--- config.mk ---
export PLATFORM = sky130hd
export DESIGN_NAME = ians_front_flat
export DESIGN_NICKNAME = d
export VERILOG_FILES = /design/src/hw/rtl/ians_pkg.sv /design/src/hw/rtl/ians_stream_if.sv /design/src/hw/rtl/ians_front.sv /design/src/flat_wrapper.sv
export SDC_FILE = /design/constraint.sdc
export NUM_CORES = 2
export LEC_CHECK = 0
export ABC_AREA = 1
export BUFFER_PORTS_ARGS = -buffer_cell sky130_fd_sc_hd__buf_2
export CORE_MARGIN = 3
export CORE_UTILIZATION = 50
export CTS_CLUSTER_DIAMETER = 150
export DETAILED_ROUTE_END_ITERATION = 16
export GPL_TIMING_DRIVEN = 0
export PLACE_DENSITY = 0.7
export REMOVE_ABC_BUFFERS = 1
export SLEW_MARGIN = 25
export SYNTH_ARGS = -nofsm -noshare
export SYNTH_HDL_FRONTEND = slang
export SYNTH_SLANG_ARGS = --single-unit
--- constraint.sdc ---
create_clock -name clk -period 6.2 [get_ports clk]
set_input_delay 0.31 -clock clk [delete_from_list [all_inputs] [get_ports clk]]
set_output_delay 0.31 -clock clk [all_outputs]
set_load 0.03 [all_outputs]
--- src/hw/rtl/ians_pkg.sv ---
// ----------------------------------------------------------------------------
// ians_pkg
// Shared constants, widths, codes and types of the inverse affine sampler.
// ----------------------------------------------------------------------------
`default_nettype none

package ians_pkg;

	// frame geometry and number formats
	localparam int FRAME_WIDTH  = 32;
	localparam int FRAME_HEIGHT = 32;
	localparam int FRAC_BITS    = 12;
	localparam int PIXEL_BITS   = 32;

	// port widths
	localparam int COEF_W = 16;
	localparam int CRD_W  = 5;
	localparam int DATA_W = 32;
	localparam int APB_DW = 32;
	localparam int APB_AW = 4;
	localparam int REG_IDX_W = 2;

	// inverse matrix arithmetic
	localparam int DET_W  = 2 * COEF_W + 1;
	localparam int S_W    = DET_W - FRAC_BITS;
	localparam int NUM_W  = COEF_W + FRAC_BITS + 1;
	localparam int QMAG_W = NUM_W - 1;
	localparam int INV_W  = NUM_W;
	localparam int QCNT_W = $clog2(QMAG_W + 1);

	// coordinate mapping
	localparam int OFS_W  = CRD_W + 2;
	localparam int PROD_W = OFS_W + INV_W;
	localparam int SUM_W  = PROD_W + 2;
	localparam int IDX_W  = SUM_W - FRAC_BITS;
	localparam int ADDR_W = $clog2(FRAME_WIDTH * FRAME_HEIGHT);
	localparam int DEPTH  = FRAME_WIDTH * FRAME_HEIGHT;

	localparam int CX    = FRAME_WIDTH / 2;
	localparam int CY    = FRAME_HEIGHT / 2;
	localparam int HALF  = (5 * (2 ** FRAC_BITS)) / 10;
	localparam int OFF_X = CX * (2 ** FRAC_BITS) + HALF;
	localparam int OFF_Y = CY * (2 ** FRAC_BITS) + HALF;

	// operation codes
	localparam logic OP_WRITE = 1'b0;
	localparam logic OP_READ  = 1'b1;

	// register indexes
	localparam logic [REG_IDX_W-1:0] REG_A = 2'd0;
	localparam logic [REG_IDX_W-1:0] REG_B = 2'd1;
	localparam logic [REG_IDX_W-1:0] REG_C = 2'd2;
	localparam logic [REG_IDX_W-1:0] REG_D = 2'd3;

	// reset values of the forward matrix
	localparam logic signed [COEF_W-1:0] COEF_A_RST = 16'sd2048;
	localparam logic signed [COEF_W-1:0] COEF_B_RST = 16'sd0;
	localparam logic signed [COEF_W-1:0] COEF_C_RST = 16'sd0;
	localparam logic signed [COEF_W-1:0] COEF_D_RST = 16'sd2048;

	typedef struct packed {
		logic              opcode;
		logic [CRD_W-1:0]  col;
		logic [CRD_W-1:0]  row;
		logic [DATA_W-1:0] pixel;
	} item_t;

	typedef struct packed {
		logic signed [INV_W-1:0] ia;
		logic signed [INV_W-1:0] ib;
		logic signed [INV_W-1:0] ic;
		logic signed [INV_W-1:0] id;
		logic                    sing;
		logic                    m_neg;
		logic                    n_neg;
		logic                    busy;
	} xform_t;

endpackage

`default_nettype wire

--- src/hw/rtl/ians_stream_if.sv ---
// ----------------------------------------------------------------------------
// ians stream interfaces
// Valid/ready channels for request words and response words.
// ----------------------------------------------------------------------------
`default_nettype none

interface ians_req_if;
	logic                         valid;
	logic                         ready;
	logic                         opcode;
	logic [ians_pkg::CRD_W-1:0]   col;
	logic [ians_pkg::CRD_W-1:0]   row;
	logic [ians_pkg::DATA_W-1:0]  pixel_in;
	modport source(output valid, opcode, col, row, pixel_in, input ready);
	modport sink(input valid, opcode, col, row, pixel_in, output ready);
endinterface


`default_nettype wire

--- src/hw/rtl/ians_front.sv ---
// ----------------------------------------------------------------------------
// ians_front
// Register port, inverse matrix sequencer and two-word request queue.
// ----------------------------------------------------------------------------
`default_nettype none

module ians_front (
	input  wire                              clk,
	input  wire                              arst_n,
	input  wire                              psel,
	input  wire                              penable,
	input  wire                              pwrite,
	input  wire [ians_pkg::APB_AW-1:0]       paddr,
	input  wire [ians_pkg::APB_DW-1:0]       pwdata,
	output logic [ians_pkg::APB_DW-1:0]      prdata,
	output logic                             pready,
	ians_req_if.sink                         req,
	output ians_pkg::item_t                  head,
	output logic                             head_valid,
	input  wire                              pop,
	output ians_pkg::xform_t                 xf
);

	localparam logic [2:0] ST_IDLE = 3'd0;
	localparam logic [2:0] ST_MUL  = 3'd1;
	localparam logic [2:0] ST_DET  = 3'd2;
	localparam logic [2:0] ST_LOAD = 3'd3;
	localparam logic [2:0] ST_DIV  = 3'd4;

	logic signed [ians_pkg::COEF_W-1:0]   coef_a_q, coef_b_q, coef_c_q, coef_d_q;
	logic [2:0]                           state_q;
	logic signed [2*ians_pkg::COEF_W-1:0] prod_ad_q, prod_bc_q;
	logic [ians_pkg::S_W-1:0]             s_mag_q;
	logic                                 s_neg_q;
	logic                                 sing_q;
	logic [1:0]                           k_q;
	logic [ians_pkg::S_W-1:0]             rem_q;
	logic [ians_pkg::QMAG_W-1:0]          quo_q;
	logic                                 neg_q;
	logic [ians_pkg::QCNT_W-1:0]          cnt_q;
	logic signed [ians_pkg::INV_W-1:0]    inv_q [4];

	logic                                 wr;
	logic [ians_pkg::REG_IDX_W-1:0]       widx;
	logic signed [ians_pkg::DET_W-1:0]    det_c;
	logic signed [ians_pkg::S_W-1:0]      s_c;
	logic signed [ians_pkg::COEF_W-1:0]   csel;
	logic                                 cneg;
	logic signed [ians_pkg::NUM_W-1:0]    num_c;
	logic [ians_pkg::QMAG_W-1:0]          nmag_c;
	logic [ians_pkg::S_W:0]               trial_c;
	logic [ians_pkg::S_W-1:0]             rem_n;
	logic [ians_pkg::QMAG_W-1:0]          quo_n;

	ians_pkg::item_t                      qmem_q [2];
	logic                                 wp_q, rp_q;
	logic [1:0]                           qcnt_q;
	logic                                 push;

	// register port
	assign pready = 1'b1;
	assign wr     = psel & penable & pwrite;
	assign widx   = paddr[ians_pkg::APB_AW-1 -: ians_pkg::REG_IDX_W];

	always_comb begin
		case (widx)
			ians_pkg::REG_A: prdata = ians_pkg::APB_DW'($unsigned(coef_a_q));
			ians_pkg::REG_B: prdata = ians_pkg::APB_DW'($unsigned(coef_b_q));
			ians_pkg::REG_C: prdata = ians_pkg::APB_DW'($unsigned(coef_c_q));
			ians_pkg::REG_D: prdata = ians_pkg::APB_DW'($unsigned(coef_d_q));
			default:         prdata = '0;
		endcase
	end

	always_ff @(posedge clk or negedge arst_n) begin
		if (!arst_n) begin
			coef_a_q <= ians_pkg::COEF_A_RST;
			coef_b_q <= ians_pkg::COEF_B_RST;
			coef_c_q <= ians_pkg::COEF_C_RST;
			coef_d_q <= ians_pkg::COEF_D_RST;
		end else if (wr) begin
			case (widx)
				ians_pkg::REG_A: coef_a_q <= pwdata[ians_pkg::COEF_W-1:0];
				ians_pkg::REG_B: coef_b_q <= pwdata[ians_pkg::COEF_W-1:0];
				ians_pkg::REG_C: coef_c_q <= pwdata[ians_pkg::COEF_W-1:0];
				ians_pkg::REG_D: coef_d_q <= pwdata[ians_pkg::COEF_W-1:0];
				default: ;
			endcase
		end
	end

	// determinant and its scaled value
	assign det_c = ians_pkg::DET_W'(prod_ad_q) - ians_pkg::DET_W'(prod_bc_q);
	assign s_c   = ians_pkg::S_W'(det_c >>> ians_pkg::FRAC_BITS);

	// numerator of the inverse element under work
	always_comb begin
		case (k_q)
			2'd0:    begin csel = coef_d_q; cneg = 1'b0; end
			2'd1:    begin csel = coef_b_q; cneg = 1'b1; end
			2'd2:    begin csel = coef_c_q; cneg = 1'b1; end
			default: begin csel = coef_a_q; cneg = 1'b0; end
		endcase
	end

	always_comb begin
		num_c = ians_pkg::NUM_W'(csel) <<< ians_pkg::FRAC_BITS;
		if (cneg) begin
			num_c = -num_c;
		end
		nmag_c = num_c[ians_pkg::NUM_W-1] ? ians_pkg::QMAG_W'(-num_c)
		                                   : ians_pkg::QMAG_W'(num_c);
	end

	// one restoring division step
	always_comb begin
		trial_c = {rem_q, quo_q[ians_pkg::QMAG_W-1]} - {1'b0, s_mag_q};
		if (!trial_c[ians_pkg::S_W]) begin
			rem_n = trial_c[ians_pkg::S_W-1:0];
		end else begin
			rem_n = {rem_q[ians_pkg::S_W-2:0], quo_q[ians_pkg::QMAG_W-1]};
		end
		quo_n = {quo_q[ians_pkg::QMAG_W-2:0], ~trial_c[ians_pkg::S_W]};
	end

	// inverse sequencer: multiply, determinant, then four divisions unless the matrix is singular
	always_ff @(posedge clk or negedge arst_n) begin
		if (!arst_n) begin
			state_q <= ST_MUL;
			sing_q  <= 1'b0;
			k_q     <= 2'd0;
			cnt_q   <= '0;
		end else if (wr) begin
			state_q <= ST_MUL;
		end else begin
			case (state_q)
				ST_MUL: begin
					state_q <= ST_DET;
				end
				ST_DET: begin
					sing_q <= (s_c == '0);
					k_q    <= 2'd0;
					state_q <= (s_c == '0) ? ST_IDLE : ST_LOAD;
				end
				ST_LOAD: begin
					cnt_q   <= ians_pkg::QCNT_W'(ians_pkg::QMAG_W);
					state_q <= ST_DIV;
				end
				ST_DIV: begin
					cnt_q <= cnt_q - 1'b1;
					if (cnt_q == ians_pkg::QCNT_W'(1)) begin
						k_q     <= k_q + 1'b1;
						state_q <= (k_q == 2'd3) ? ST_IDLE : ST_LOAD;
					end
				end
				default: state_q <= ST_IDLE;
			endcase
		end
	end

	// datapath of the sequencer
	always_ff @(posedge clk) begin
		case (state_q)
			ST_MUL: begin
				prod_ad_q <= coef_a_q * coef_d_q;
				prod_bc_q <= coef_b_q * coef_c_q;
			end
			ST_DET: begin
				s_neg_q <= s_c[ians_pkg::S_W-1];
				s_mag_q <= s_c[ians_pkg::S_W-1] ? ians_pkg::S_W'(-s_c) : ians_pkg::S_W'(s_c);
			end
			ST_LOAD: begin
				rem_q <= '0;
				quo_q <= nmag_c;
				neg_q <= num_c[ians_pkg::NUM_W-1] ^ s_neg_q;
			end
			ST_DIV: begin
				rem_q <= rem_n;
				quo_q <= quo_n;
				if (cnt_q == ians_pkg::QCNT_W'(1)) begin
					inv_q[k_q] <= neg_q ? -ians_pkg::INV_W'(quo_n) : ians_pkg::INV_W'(quo_n);
				end
			end
			default: ;
		endcase
	end

	assign xf.ia    = inv_q[0];
	assign xf.ib    = inv_q[1];
	assign xf.ic    = inv_q[2];
	assign xf.id    = inv_q[3];
	assign xf.sing  = sing_q;
	assign xf.m_neg = coef_a_q[ians_pkg::COEF_W-1];
	assign xf.n_neg = coef_d_q[ians_pkg::COEF_W-1];
	assign xf.busy  = (state_q != ST_IDLE);

	// request queue
	assign req.ready  = !xf.busy && (qcnt_q != 2'd2);
	assign push       = req.valid && req.ready;
	assign head_valid = (qcnt_q != 2'd0);
	assign head       = qmem_q[rp_q];

	always_ff @(posedge clk) begin
		if (push) begin
			qmem_q[wp_q] <= '{opcode: req.opcode, col: req.col, row: req.row,
			                  pixel: req.pixel_in};
		end
	end

	always_ff @(posedge clk or negedge arst_n) begin
		if (!arst_n) begin
			wp_q   <= 1'b0;
			rp_q   <= 1'b0;
			qcnt_q <= 2'd0;
		end else begin
			if (push) begin
				wp_q <= ~wp_q;
			end
			if (pop) begin
				rp_q <= ~rp_q;
			end
			case ({push, pop})
				2'b10:   qcnt_q <= qcnt_q + 1'b1;
				2'b01:   qcnt_q <= qcnt_q - 1'b1;
				default: qcnt_q <= qcnt_q;
			endcase
		end
	end

endmodule

`default_nettype wire

--- src/flat_wrapper.sv ---
// flat-port wrapper written by rule: the top's interface ports become plain ports
module ians_front_flat 
  (clk, arst_n, psel, penable, pwrite, paddr, pwdata, prdata, pready, head, head_valid, pop, xf, req_valid, req_opcode, req_col, req_row, req_pixel_in, req_ready);
  ians_req_if req_i ();
  input  wire clk;
  input  wire arst_n;
  input  wire psel;
  input  wire penable;
  input  wire pwrite;
  input  wire [ians_pkg::APB_AW-1:0] paddr;
  input  wire [ians_pkg::APB_DW-1:0] pwdata;
  output logic [ians_pkg::APB_DW-1:0] prdata;
  output logic pready;
  output ians_pkg::item_t head;
  output logic head_valid;
  input  wire pop;
  output ians_pkg::xform_t xf;
  input wire logic [$bits(req_i.valid)-1:0] req_valid;
  input wire logic [$bits(req_i.opcode)-1:0] req_opcode;
  input wire logic [$bits(req_i.col)-1:0] req_col;
  input wire logic [$bits(req_i.row)-1:0] req_row;
  input wire logic [$bits(req_i.pixel_in)-1:0] req_pixel_in;
  output wire logic [$bits(req_i.ready)-1:0] req_ready;
  assign req_i.valid = req_valid;
  assign req_i.opcode = req_opcode;
  assign req_i.col = req_col;
  assign req_i.row = req_row;
  assign req_i.pixel_in = req_pixel_in;
  assign req_ready = req_i.ready;
  ians_front u_core (.clk(clk), .arst_n(arst_n), .psel(psel), .penable(penable), .pwrite(pwrite), .paddr(paddr), .pwdata(pwdata), .prdata(prdata), .pready(pready), .req(req_i), .head(head), .head_valid(head_valid), .pop(pop), .xf(xf));
endmodule
---- Yosys cells after proc, flatten, opt, wreduce, memory -nomap -nowiden ----
Memories as Yosys holds them, arrays and structs flattened.
Index checks and enable logic that the tools add are counted.
word-level totals
  register bits after elaboration ......... 215
  RAM bits ................................ 202
  input bits .............................. 86
  output and inout port bits .............. 198
  word-level logic and storage cells ...... 99
  memories ................................ 2
memory list
  name           words  width  rd ports  clocked after Yosys merged registers in  write ports  RTL line          source
  u_core.inv_q   4      29     4         0                                        1            ians_front.sv:41  logic signed [ians_pkg::INV_W-1:0] inv_q [4];
  u_core.qmem_q  2      43     1         0                                        1            ians_front.sv:55  ians_pkg::item_t qmem_q [2];
cells by class
  add/sub/neg operators ................... 10
  multiply operators ...................... 2
  equality and inequality tests ........... 16
  multiplexer cells ....................... 24
  bitwise operators ....................... 7
  reductions and logical operators ........ 19
operators with widths
  kind                number
  $pmux 32 s4         1
  $mul 16x16->32      2
  $mux 29             2
  $neg 28->29         2
  $pmux 28 s2         1
  $pmux 16 s3         1
  $pmux 21 s2         1
  $sub 32x32->33      1
  $mux 28             1
  $neg 28->28         1
  $sub 22x21->22      1
  $logic_not 21->1    1
  $mux 21             1
  $neg 21->21         1
  $mux 20             1
  $pmux 3 s4          1
  $reduce_and 2->1    6
  $eq 2x2->1 const B  5
  $pmux 5 s2          1
  $pmux 2 s2          2
  $reduce_bool 2->1   4
  $eq 2x1->1 const B  3
  $eq 3x2->1 const B  2
  $mux 1              6
  other kinds (20)    30

---- Longest topological paths before layout ----
  depth in word-level cells ............... 7
  mapped depth ............................ 29
  mapped depth without buffers ............ 27

---- Worst setup path after synthesis ----
OpenSTA, ideal clock, no wires.
  path kind ............................... flip-flop to flip-flop
  start point ............................. register u_core.coef_a_q[11] (netlist bit)
  end point ............................... register u_core.prod_ad_q[29] (netlist bit) (data pin)
  setup time .............................. 0.262 ns
  data arrival time ....................... 5.713 ns
  required time ........................... 5.938 ns
  setup slack ............................. 0.225 ns
  cell stages (with the launch flop) ...... 23
  path buffers ............................ 2
  clock period less this slack ............ 5.975 ns
  path through ............................ dfstp_2 > clkbuf_1 > clkbuf_1 > nand2_1 > fa_1 > fa_1 > fa_1 > inv_1 > fa_1 > fa_1 > inv_1 > fa_1 > inv_1 > ha_1 > a21o_1 > nor2_1 > nand2_1 > a31oi_1 > o21ai_0 > nand3_1 > nand2_1 > a21oi_1 > xor2_1
on the way
  longest elaborated chain between the ends .. 1
RTL lines
  item                    RTL line           source
  from (decl)             ians_front.sv:30   logic signed [ians_pkg::COEF_W-1:0] coef_a_q, coef_b_q, coef_c_q, coef_d_q;
  from (signal assigned)  ians_front.sv:77   coef_a_q <= ians_pkg::COEF_A_RST;
  from (signal assigned)  ians_front.sv:83   ians_pkg::REG_A: coef_a_q <= pwdata[ians_pkg::COEF_W-1:0];
  $mul 16x16->32          ians_front.sv:165  prod_ad_q <= coef_a_q * coef_d_q;
  to (signal assigned)    ians_front.sv:165
  to (decl)               ians_front.sv:32   logic signed [2*ians_pkg::COEF_W-1:0] prod_ad_q, prod_bc_q;
No other way between the ends.
A chain may end at the register's enable or synchronous reset.

---- Final worst setup path ----
  start point ............................. register u_core.coef_b_q[15] (netlist bit)
  end point ............................... register u_core.prod_bc_q[30] (netlist bit) (data pin)
on the way
  longest elaborated chain between the ends .. 1
RTL lines
  item                    RTL line           source
  from (decl)             ians_front.sv:30
  from (signal assigned)  ians_front.sv:78   coef_b_q <= ians_pkg::COEF_B_RST;
  from (signal assigned)  ians_front.sv:84   ians_pkg::REG_B: coef_b_q <= pwdata[ians_pkg::COEF_W-1:0];
  $mul 16x16->32          ians_front.sv:166  prod_bc_q <= coef_b_q * coef_c_q;
  to (signal assigned)    ians_front.sv:166
  to (decl)               ians_front.sv:32
No other way between the ends.

==> results.yml <==
global_routing:
  grt_max_degree: 51
  grt_overflow: 0
  antenna_found_initial: 0
  grt_pass1_wl_mm: 172.3
  grt_use_total: 0.2534
  grt_pass1_vias: 32250
setup_path:
  crit_fanout: 8
  arrival_ns: 6.46
  critPathLaunchType: "flop"
  criticalPathCategory: "flop to flop"
  end_kind: "flop"
  worstPathRequired_ns: 6.61
logic_synthesis:
  synthAdderAreaFrac: 0.3230
  synth_top_cells_by_area: "fa_1 25%, edfxtp_1 25%, inv_1 11%"
  ys_seq_elements: 417
  netlist_area_um2: 41330
  synthXorXnorAreaFrac: 0.03091
  yosys-top-cells-count: "1174 x inv_1, 1140 x nand2_1, 525 x fa_1, 338 x edfxtp_1, 244 x nor2_1"
  yosysWarnings: 0
  synth-async-reset-ratio: 0.1894
  synth_mux_area_frac: 0.01226
  ys_seq_area_frac: 0.2935
  yosysTopAreaCell: "fa_1"
  synthCells: 4744
  syn-mean-instance-area_um2: 8.713
  synthDistinctLibCells: 60
  synth_top_flop_cell: "edfxtp_1"
  synth_most_common_cell: "inv_1"
  synthDominantCellAreaShare: 0.2543
  synthSimpleGateAreaFrac: 0.1549
  synth_top_family_by_area: "adder cells"
  synth_edf_count: 338
  synth_compound_area_frac: 0.05776
placement:
  gp_congestion: 0.9766
  detailed_place.area_um2: 43450
  pre_cts_slack_ns: -0.7541
  hpwlAfterDp_mm: 81.40
  port_buffers: 248
  numPlacedInstances: 5887
flow_run:
  cap_violations: 0
sta:
  slew_violations: 0
  finalCriticalPeriod_ns: 6.055
  worst_pin_slew_ns: 1.132
  skew_ns: 0.04275
  rsz0062_at_grt: "true"
  setup_violations: 0
  relSlewSlack: 0.2431
  clock.fmax_mhz: 165.2
  min_period_over_period: 0.9766
  layout_setup_ws_ns: 0.1451
  hold_violations: 0
die:
  dieArea_um2: 86150
  rows: 104
  start_util: 0.5090
  ios: 284
  die_y_um: 293.5
  core_area_um2: 81200
  dieWidth_um: 293.5
clocking:
  htree_levels: 2
  clkSinkCount: 417
  clk_latency_ns: 0.62
  clockBufferDepth: 3
  cts-root-buf: "clkbuf_16"
  cts_buffers: 46
  clk_pin_slew_ns: 0.06
  cts_tree: "done"
cells_and_area:
  drive_gt1_frac: 0.1349
  num-fill-cells: 7023
  multi_input_area_um2: 24350
  ff_latch_area_um2: 12320
  design_area_um2: 47120
  syn_to_final_growth_pct: 14.01
  instances_no_fill: 6155
  fin_nets: 5896
routing:
  post_drt_wl_per_cell_um: 17.91
  num_vias: 32060
  viasPerCell: 5.209
  drt_iter0_markers: 2569
  firstDrtPassIters: 5
  route.detailed.drc: 0
  wirelength_mm: 110.2
  detail-route-antenna-nets: 0
outcome:
  outcome: "complete, no violations"
min_path:
  hold_path_class: "input pin to flop"
-- final timing paths --
kind | startpoint | to | slack (ns) | cells after the start
setup / recovery | u_core.coef_b_q[15]$_DFFE_PN0P_ | u_core.prod_bc_q[30]$_DFFE_PP_ | 0.15 | 19
hold / removal | pwdata[14] | u_core.coef_c_q[14]$_DFFE_PN0P_ | 0.03 | 3
setup reg to reg | u_core.coef_b_q[15]$_DFFE_PN0P_ | u_core.prod_bc_q[30]$_DFFE_PP_ | 0.15 | 19
hold reg to reg | u_core.cnt_q[1]$_DFFE_PN0P_ | u_core.cnt_q[1]$_DFFE_PN0P_ | 0.49 | 2
max in group asynchronous | arst_n | u_core.state_q[0]$_DFFE_PN1P_ | 5.42 | 3
min in group asynchronous | arst_n | u_core.coef_a_q[7]$_DFFE_PN0P_ | 0.13 | 2
-- sequential cells by signal (all words and copies together), names as in the netlist, 2 cells and up --
name / cells
u_core.k_q: 2
u_core.cnt_q: 5
u_core.s_mag_q: 21
u_core.prod_ad_q: 32
u_core.quo_q: 28
u_core.prod_bc_q: 32
u_core.inv_q: 116
u_core.coef_c_q: 16
u_core.coef_a_q: 16
u_core.state_q: 3
u_core.rem_q: 21
u_core.qmem_q: 86
u_core.coef_d_q: 16
u_core.qcnt_q: 2
u_core.coef_b_q: 16
-- logic make-up (layout without fill, tap and decap cells) --
| family | count (synthesis) | in the layout |
|---|---|---|
| AO/OA/AOI/OAI | 418 | 418 |
| XOR/XNOR | 145 | 145 |
| adder cells (fa/ha/maj) | 752 | 752 |
| buffers and inverters | 1373 | 1708 |
| flip-flops | 417 | 417 |
| multiplexers | 45 | 45 |
| other | 2 | 18 |
| AND/OR/NAND/NOR | 1592 | 1592 |
-- per-stage QoR --
step / setup TNS, ns / hold WS, ns / util
floorplan: 0 / 0.01441 / -
global placement: -7.440 / 0.4761 / 0.5310
detailed placement: -8.364 / 0.2097 / 0.5351
CTS: 0 / 0.01397 / 0.5673
global route: -0.1006 / 0.02854 / 0.5803
finish: 0 / 0.02763 / 0.5804
-- layer usage --
layer  up-vias  track usage  wire, µm
met1     15460       0.3357     44140
met4         2      0.09591      4364
met3       272      0.04444      9826
li1      14910            -         -
met5         -     0.008315        62
met2      1420       0.4181     51820
-- placed cells by master (no fill, tap or decap), types with 73 or more instances in the layout --
cell type / count
a21oi_1: 152
buf_2: 247
buf_4: 112
edfxtp_1: 338
fa_1: 517
ha_1: 210
inv_1: 1169
nand2_1: 1136
nand3_1: 108
nor2_1: 226
o21ai_0: 136
xor2_1: 73
-- final cells by class --
cell class | instances | share of cell area
timing repair buffer | 445 | 0.06733
clock inverter | 20 | 0.005363
antenna | 1 | 0.00005310
tap | 1060 | 0.02814
inverter | 1179 | 0.09412
multi-input combinational | 2969 | 0.5168
clock buffer | 64 | 0.02671
sequential | 417 | 0.2615
-- critical path: stages (launching register included) --
cell	delay, ns
dfrtp_4	0.55
nand2_2	0.11
inv_1	0.09
fa_2	0.54
buf_4	0.18
fa_2	0.80
fa_2	0.56
fa_1	0.50
inv_1	0.05
fa_1	0.50
inv_1	0.06
fa_1	0.49
ha_4	0.33
nand2_1	0.08
nor2_1	0.16
nand4_1	0.14
nor4_1	0.21
nand2_1	0.11
o2111ai_1	0.15
xor2_2	0.25
-- repair_timing --
item / CTS / global route
setup buffers: 36 / 87
hold buffers: 60 / 0
endpoints found under the setup margin: 28 / 22
pin swaps: 2 / 13
resized for setup: 98 / 88
endpoints found under the hold margin: 210 / 0
Power is left out: the tool's default activity adds up to more than one toggle a clock period on the data nets, which glitch-free logic cannot reach.
